<file path="src/rtl/mme_pkg.sv">
// Shared types and codes for the matrix multiply engine.
package mme_pkg;

  localparam int DIM_W   = 7;   // width of a dimension register
  localparam int IDX_W   = 6;   // width of a row or column index field
  localparam int ELEM_W  = 16;  // signed Q8.8 element
  localparam int PROD_W  = 32;  // signed Q16.16 product
  localparam int SUM_W   = 38;  // signed Q22.16 accumulator
  localparam int CFG_IDX_W = 2;

  localparam logic [1:0] OP_LOAD_A  = 2'd0;
  localparam logic [1:0] OP_LOAD_B  = 2'd1;
  localparam logic [1:0] OP_COMPUTE = 2'd2;

  localparam logic [CFG_IDX_W-1:0] REG_ROWS_M      = 2'd0;
  localparam logic [CFG_IDX_W-1:0] REG_COLS_N      = 2'd1;
  localparam logic [CFG_IDX_W-1:0] REG_DEPTH_K     = 2'd2;
  localparam logic [CFG_IDX_W-1:0] REG_TRANSPOSE_B = 2'd3;

  // Commands from the controller to the datapath.
  typedef struct packed {
    logic             wr_a;       // store the input beat into A
    logic             wr_b;       // store the input beat into B
    logic             b_swap;     // B beat carries (column, depth)
    logic             latch_row;  // capture the row of a compute
    logic             issue;      // read A(row,k) and B(k,j) into the MAC pipe
    logic             acc_clear;  // first term of a new dot product
    logic             out_load;   // move the finished sum to the output
    logic             out_last;
    logic [DIM_W-1:0] k;
    logic [IDX_W-1:0] j;
  } cmd_t;

  // Status from the datapath to the controller.
  typedef struct packed {
    logic drained;   // no product in flight, accumulator settled
    logic out_free;  // output register can take a new result
  } status_t;

endpackage

</file>
<file path="src/rtl/mme_ctrl.sv">
// Controller: configuration registers, input decode and the row/column/depth sequencer.
module mme_ctrl
  import mme_pkg::*;
#(
  parameter int MAX_ROWS  = 64,
  parameter int MAX_COLS  = 64,
  parameter int MAX_DEPTH = 64
) (
  input  logic                 clk,
  input  logic                 rst,
  input  logic                 cfg_we,
  input  logic [CFG_IDX_W-1:0] cfg_index,
  input  logic [DIM_W-1:0]     cfg_data,
  input  logic                 in_valid,
  output logic                 in_stall,
  input  logic [1:0]           operation,
  input  logic [IDX_W-1:0]     row_index,
  input  status_t              status,
  output cmd_t                 cmd
);

  localparam int COL_CAP = (MAX_COLS < 64) ? MAX_COLS : 64;

  localparam logic [1:0] S_IDLE  = 2'd0;
  localparam logic [1:0] S_MAC   = 2'd1;
  localparam logic [1:0] S_FLUSH = 2'd2;

  logic [1:0]       state;
  logic [1:0]       state_next;
  logic [DIM_W-1:0] rows_m;
  logic [DIM_W-1:0] cols_n;
  logic [DIM_W-1:0] depth_k;
  logic             transpose_b;
  logic [DIM_W-1:0] m_eff;
  logic [DIM_W-1:0] n_eff;
  logic [DIM_W-1:0] kd_eff;
  logic [DIM_W-1:0] k;
  logic [DIM_W-1:0] k_next;
  logic [IDX_W-1:0] j;
  logic [IDX_W-1:0] j_next;
  logic             accept;
  logic             col_last;

  always_ff @(posedge clk) begin
    if (rst) begin
      rows_m      <= DIM_W'(64);
      cols_n      <= DIM_W'(64);
      depth_k     <= DIM_W'(64);
      transpose_b <= 1'b0;
    end else if (cfg_we) begin
      unique case (cfg_index)
        REG_ROWS_M:      rows_m      <= cfg_data;
        REG_COLS_N:      cols_n      <= cfg_data;
        REG_DEPTH_K:     depth_k     <= cfg_data;
        REG_TRANSPOSE_B: transpose_b <= cfg_data[0];
        default: ;
      endcase
    end
  end

  // Zero acts as one; values above the store geometry act as its limit.
  always_comb begin
    m_eff  = (rows_m == '0) ? DIM_W'(1) :
             (32'(rows_m) > MAX_ROWS) ? DIM_W'(MAX_ROWS) : rows_m;
    n_eff  = (cols_n == '0) ? DIM_W'(1) :
             (32'(cols_n) > COL_CAP) ? DIM_W'(COL_CAP) : cols_n;
    kd_eff = (depth_k == '0) ? DIM_W'(1) :
             (32'(depth_k) > MAX_DEPTH) ? DIM_W'(MAX_DEPTH) : depth_k;
  end

  assign in_stall = (state != S_IDLE);
  assign accept   = in_valid && !in_stall;
  assign col_last = ({1'b0, j} == (n_eff - DIM_W'(1)));

  always_comb begin
    state_next    = state;
    k_next        = k;
    j_next        = j;
    cmd           = '0;
    cmd.b_swap    = transpose_b;
    cmd.k         = k;
    cmd.j         = j;
    cmd.out_last  = col_last;
    unique case (state)
      S_IDLE: begin
        if (accept) begin
          cmd.wr_a = (operation == OP_LOAD_A);
          cmd.wr_b = (operation == OP_LOAD_B);
          if ((operation == OP_COMPUTE) && ({1'b0, row_index} < m_eff)) begin
            cmd.latch_row = 1'b1;
            k_next        = '0;
            j_next        = '0;
            state_next    = S_MAC;
          end
        end
      end
      S_MAC: begin
        cmd.issue     = 1'b1;
        cmd.acc_clear = (k == '0);
        if (k == (kd_eff - DIM_W'(1))) begin
          state_next = S_FLUSH;
        end else begin
          k_next = k + DIM_W'(1);
        end
      end
      S_FLUSH: begin
        if (status.drained && status.out_free) begin
          cmd.out_load = 1'b1;
          k_next       = '0;
          if (col_last) begin
            state_next = S_IDLE;
          end else begin
            j_next     = j + IDX_W'(1);
            state_next = S_MAC;
          end
        end
      end
      default: state_next = S_IDLE;
    endcase
  end

  always_ff @(posedge clk) begin
    if (rst) begin
      state <= S_IDLE;
      k     <= '0;
      j     <= '0;
    end else begin
      state <= state_next;
      k     <= k_next;
      j     <= j_next;
    end
  end

  a_last_ends_row: assert property (@(posedge clk) disable iff (rst)
    (cmd.out_load && cmd.out_last) |=> (state == S_IDLE))
    else $error("row did not finish after its last column");

  a_mac_bounded: assert property (@(posedge clk) disable iff (rst)
    (state == S_MAC) |-> (k < kd_eff))
    else $error("depth counter ran past the inner dimension");

  a_col_bounded: assert property (@(posedge clk) disable iff (rst)
    cmd.out_load |-> ({1'b0, j} < n_eff))
    else $error("column counter ran past the row length");

endmodule
</file>
<file path="config.mk">
export PLATFORM = sky130hd
export DESIGN_NAME = mme_ctrl
export DESIGN_NICKNAME = d
export VERILOG_FILES = /design/src/rtl/mme_pkg.sv /design/src/rtl/mme_ctrl.sv
export SDC_FILE = /design/constraint.sdc
export NUM_CORES = 1
export LEC_CHECK = 0
export ABC_AREA = 1
export BUFFER_PORTS_ARGS = -buffer_cell sky130_fd_sc_hd__buf_2
export CORE_UTILIZATION = 50
export DETAILED_ROUTE_END_ITERATION = 16
export PLACE_DENSITY = 0.84
export SLEW_MARGIN = 25
export SYNTH_ARGS = -nofsm -noshare
export SYNTH_HDL_FRONTEND = slang
export SYNTH_SLANG_ARGS = --single-unit
export TNS_END_PERCENT = 10
</file>
<file path="constraint.sdc">
create_clock -name clk -period 2.6 [get_ports clk]
set_input_delay 0.13 -clock clk [delete_from_list [all_inputs] [get_ports clk]]
set_output_delay 0.13 -clock clk [all_outputs]
set_load 0.05 [all_outputs]
</file>
# Word level (Yosys, flattened, before mapping)

Index checks and enable logic that the tools add are counted.

Mux-type cells: 30
$add $sub $neg: 4
Equality and inequality tests: 15
Reduce and logical (&&, ||, !) cells: 21
Divide/modulo/power cells: 0
Magnitude comparators: 4
$mul: 0
Bitwise gates (word level): 0
Shifts and indexed selects: 0

Operators by type and width:

| cell                                                                   | number |
|---|---|
| 7-bit 2-to-1 mux                                                       | 10 |
| 7-bit logical NOT                                                      | 4 |
| 6-bit 2-to-1 mux                                                       | 4 |
| 7-bit greater-than comparator (second input constant)                  | 3 |
| 7-bit case mux with 3 select lines                                     | 1 |
| 2-bit 2-to-1 mux                                                       | 7 |
| 7-bit by 1-bit subtractor with 7-bit output (second input constant)    | 2 |
| 2-bit inequality test (second input constant)                          | 6 |
| 6-bit case mux with 2 select lines                                     | 1 |
| 5-bit AND reduction                                                    | 2 |
| 2-bit equality test (second input constant)                            | 4 |
| 2-bit AND reduction                                                    | 4 |
| 7-bit by 1-bit adder with 7-bit output (second input constant)         | 1 |
| 6-bit by 7-bit equality test with 1-bit output                         | 1 |
| 7-bit equality test                                                    | 1 |
| 6-bit by 7-bit less-than comparator with 1-bit output                  | 1 |
| 6-bit by 1-bit adder with 6-bit output (second input constant)         | 1 |
| 2-bit by 1-bit equality test with 1-bit output (second input constant) | 3 |
| 2-bit logical NOT                                                      | 3 |
| 1-bit 2-to-1 mux                                                       | 6 |
| 2-bit case mux with 3 select lines                                     | 1 |
| 4-bit AND reduction                                                    | 1 |
| 2-bit nonzero test                                                     | 2 |
| 1-bit logical AND                                                      | 3 |
| other kinds (2)                                                        | 2 |

Memory bits (writable): 0
Logic and storage cells: 81
Bits in registers: 37
Input port bits: 23
Bits in read-only memories: 0
Bits in latches: 0
Memories: 0
Output and inout bits: 22

# Logic depth before layout (Yosys ltp)

Word-level depth: 8
Gate-level depth with buffers: 18
Gate-level depth less buffers: 18

# Least setup slack after synthesis

Ideal clock, no wire load.

Kind: register to output
From: register k[0]
To: output cmd[15] (netlist bit)
Arrival: 2.392 ns
Stages on the path, launching flop included: 5
Slack: 0.078 ns
Path buffers: 0
Data required time: 2.470 ns
Path through: dfxtp_1 > inv_1 > ha_1 > nand4_1 > nor4_1

RTL lines:

| what                   | line            | RTL |
|---|---|---|
| from (decl)            | mme_ctrl.sv:37  | `logic [DIM_W-1:0] k;` |
| from (signal assigned) | mme_ctrl.sv:129 | `k <= k_next;` |
| to (decl)              | mme_ctrl.sv:19  | `output cmd_t cmd` |

==> flow_summary.yaml <==
run_status:
  status: "finished clean"
timing:
  hold_violations: 0
  rsz0062_at_grt: "false"
  setup_viol: 0
  skew_ns: 0.00757
  max_slew.worst_pin.slew_ns: 0.611
  drv_slew: 0
  period_needed_ns: 2.45
  hold_slack_ns: 0.109
  slew_headroom: 0.592
  fmax_mhz: 409
  finalSetupTns_ns: 0
  fin_crit_sh: 0.941
floorplanning:
  die_x_um: 72.7
  start_util: 0.526
  row_count: 25
  coreArea_um2: 4750
  dieArea_um2: 5290
  die_h_um: 72.7
  ios: 45
drt:
  drt_iter0_markers: 144
  dr.pass1.iters: 5
  wl_mm: 5.80
  drc: 0
  wire_per_inst_um: 11.7
  vias: 2555
  postRouteAntennaNets: 0
  vias_per_cell: 5.17
synthesis:
  synth_area_um2: 2500
  avgSynthCellArea_um2: 6.60
  synth-edff-count: 0
  synth-seq-area-share: 0.296
  synth_flop_cell: "dfxtp_1"
  yosysTopAreaCellShare: 0.296
  ys_async_sr_fraction: 0
  yosysTopAreaCell: "dfxtp_1"
  syn_inst: 379
  synth_common_cells: "78 x nand2_1, 62 x nor2_1, 47 x inv_1, 37 x dfxtp_1, 24 x a21oi_1"
  ys_seq_elements: 37
  synthTopCellsByArea: "dfxtp_1 30%, nand2_1 12%, nor2_1 9.3%, inv_1 7.1%, ha_1 5.0%"
  synth_nets: 412
  yosysMostFrequentCell: "nand2_1"
  yosysUniqueCellTypes: 32
  ys.warnings.count: 0
power_and_ir_drop:
  irDropWorstVdd_mv: 0.268
  p_leak_nw: 1.35
  powerDensity_nw_per_um2: 436
placement:
  dp_hpwl_mm: 4.42
  portBuffers: 44
  gp_congestion: 0.864
  post-place-cells: 483
clock_tree:
  cts-root-buf: "clkbuf_8"
  holdBufCountCts: 0
  cts_tree: "yes"
  numCtsBuffers: 5
  clkTransAtPathRegs_ns: 0.07
  htreeDepth: 2
  clk_path_buf_depth: 2
  cts.sinks: 37
  clkLatencyLatePin_ns: 0.29
setup_path:
  path_delay_family: "simple AND/OR/NAND/NOR gates"
  crit_chain: "inv_2 -> and3_1 -> nand2_1 -> nand2_1 -> inv_2 -> ha_4 -> inv_1 -> or2_4 -> nand2_2 -> xnor2_1 -> nand4_1 -> nor2_2 -> and3_1 -> buf_6"
  cp_data_arrival_time_ns: 2.32
  cp_num_buf_inv: 4
  critPathMaxFanout: 5
  critPathKind: "reg -> out"
  cp.required_ns: 2.47
  endpoint_kind: "output pin"
  critical-path-slowest-cell: "dfxtp_2"
  slowest_delay_ns: 0.32
  start_kind: "flip-flop"
hold_path:
  hp-class: "in -> reg"
global_routing:
  grt_usage: 0.239
  grt_pass1_wl_mm: 9.98
  antenna_found_initial: 0
  grt_max_degree: 25
  grt_overflow: 0
  grt_pass1_vias: 2311
job:
  maxCapViolations: 0
finish:
  syn_to_final_growth_pct: 16.4
  fin_cells: 494
  drive_gt1_frac: 0.204
  fin_nets: 459
  diodes: 0
  fillers: 448
  fin_util: 0.612
-- area by class of cell --
| type | count | area, um2 | area share |
|---|---|---|---|
| clock buffers | 5 | 68.8 | 0.0236 |
| well taps | 67 | 83.8 | 0.0288 |
| repair buffers | 48 | 256 | 0.0881 |
| multi-input cells | 286 | 1560 | 0.535 |
| flip-flops and latches | 37 | 748 | 0.257 |
| inverters | 48 | 180 | 0.0619 |
| clock inverters | 3 | 17.5 | 0.00602 |
-- sequential cells by signal, indices dropped and copies added, names as in the netlist --
register	flops
cols_n	7
depth_k	7
k	7
rows_m	7
j	6
state	2
transpose_b	1
-- worst paths after layout --
check / slack (ns) / start / endpoint / cells past startpoint
setup / recovery: 0.15 / cols_n[3] / cmd[13] / 14
hold / removal: 0.11 / cfg_data[4] / depth_k[4] / 3
setup reg to reg: 0.30 / depth_k[6] / k[0] / 18
hold reg to reg: 0.45 / transpose_b / transpose_b / 2
-- logic make-up after synthesis --
logic type	Yosys count	synth area share
and+or+nand+nor	204	0.384
buffers and inverters	56	0.0895
AOI/OAI and AO/OA	54	0.118
DFF	37	0.296
xor gates and xnor gates	18	0.0630
adders and majority gates	10	0.0500
-- cell usage in the layout (no fill, tap or decap), types with 2 or more instances in the layout --
cell type  netlist  layout
buf_4            3       4
xnor2_1          4       4
o211ai_1         3       3
clkinv_2         0       2
ha_1            10       9
nor2_1          62      61
xor2_1          14      14
clkbuf_8         0       5
nor3b_1          3       3
nand3_2          2       2
nand3_4          2       2
nand3_1         19      19
buf_2            2      43
nand4_1         13      13
nand2_2          4       5
dfxtp_2          0       6
a21oi_2          2       2
nand2_1         78      77
nor4_1           2       2
and3_1           2       2
inv_1           47      44
o21ai_0         22      22
nor2_2           4       5
inv_2            1       4
dfxtp_1         37      31
nor3_1           5       5
a21oi_1         24      24
nand3b_1         4       4
-- what timing repair did --
item / CTS / global route
endpoints found under the setup margin: 1 / 4
buffers inserted: 0 / 3
cloned: 0 / 0
gates resized for setup: 3 / 13
pin swaps: 0 / 6
-- metrics by stage --
| stage | total power, mW | setup slack (ns) | instance area, um2 |
|---|---|---|---|
| 2_1_floorplan | 0.805 | 0.0779 | 2500 |
| 6_report | 1.27 | 0.153 | 2910 |
| 3_3_place_gp | 0.863 | 0.304 | 2770 |
| 4_1_cts | 1.26 | 0.0382 | 2860 |
| 3_5_place_dp | 0.871 | 0.188 | 2770 |
| 5_1_grt | 1.34 | 0.00727 | 2910 |
-- metal layers --
metal / track usage / up-vias / share of wire / routed length [um]
met1: 0.307 / 1149 / 0.47 / 2710
met4: 0.0588 / 0 / 0.015 / 87
li1: - / 1329 / - / -
met5: 0 / - / 0 / 0
met3: 0.0428 / 11 / 0.043 / 251
met2: 0.413 / 66 / 0.47 / 2750
-- worst min-delay path, cell delays in order --
cell and delay [ns]:
buf_2 0.11, nor2_1 0.05, nor2_1 0.08
-- power breakdown --
part | internal [mW] | switching [mW]
registers | 0.589 | 0.0196
logic | 0.0909 | 0.172
clock network | 0.185 | 0.213
No activity file was read; power rests on OpenSTA's default activity.
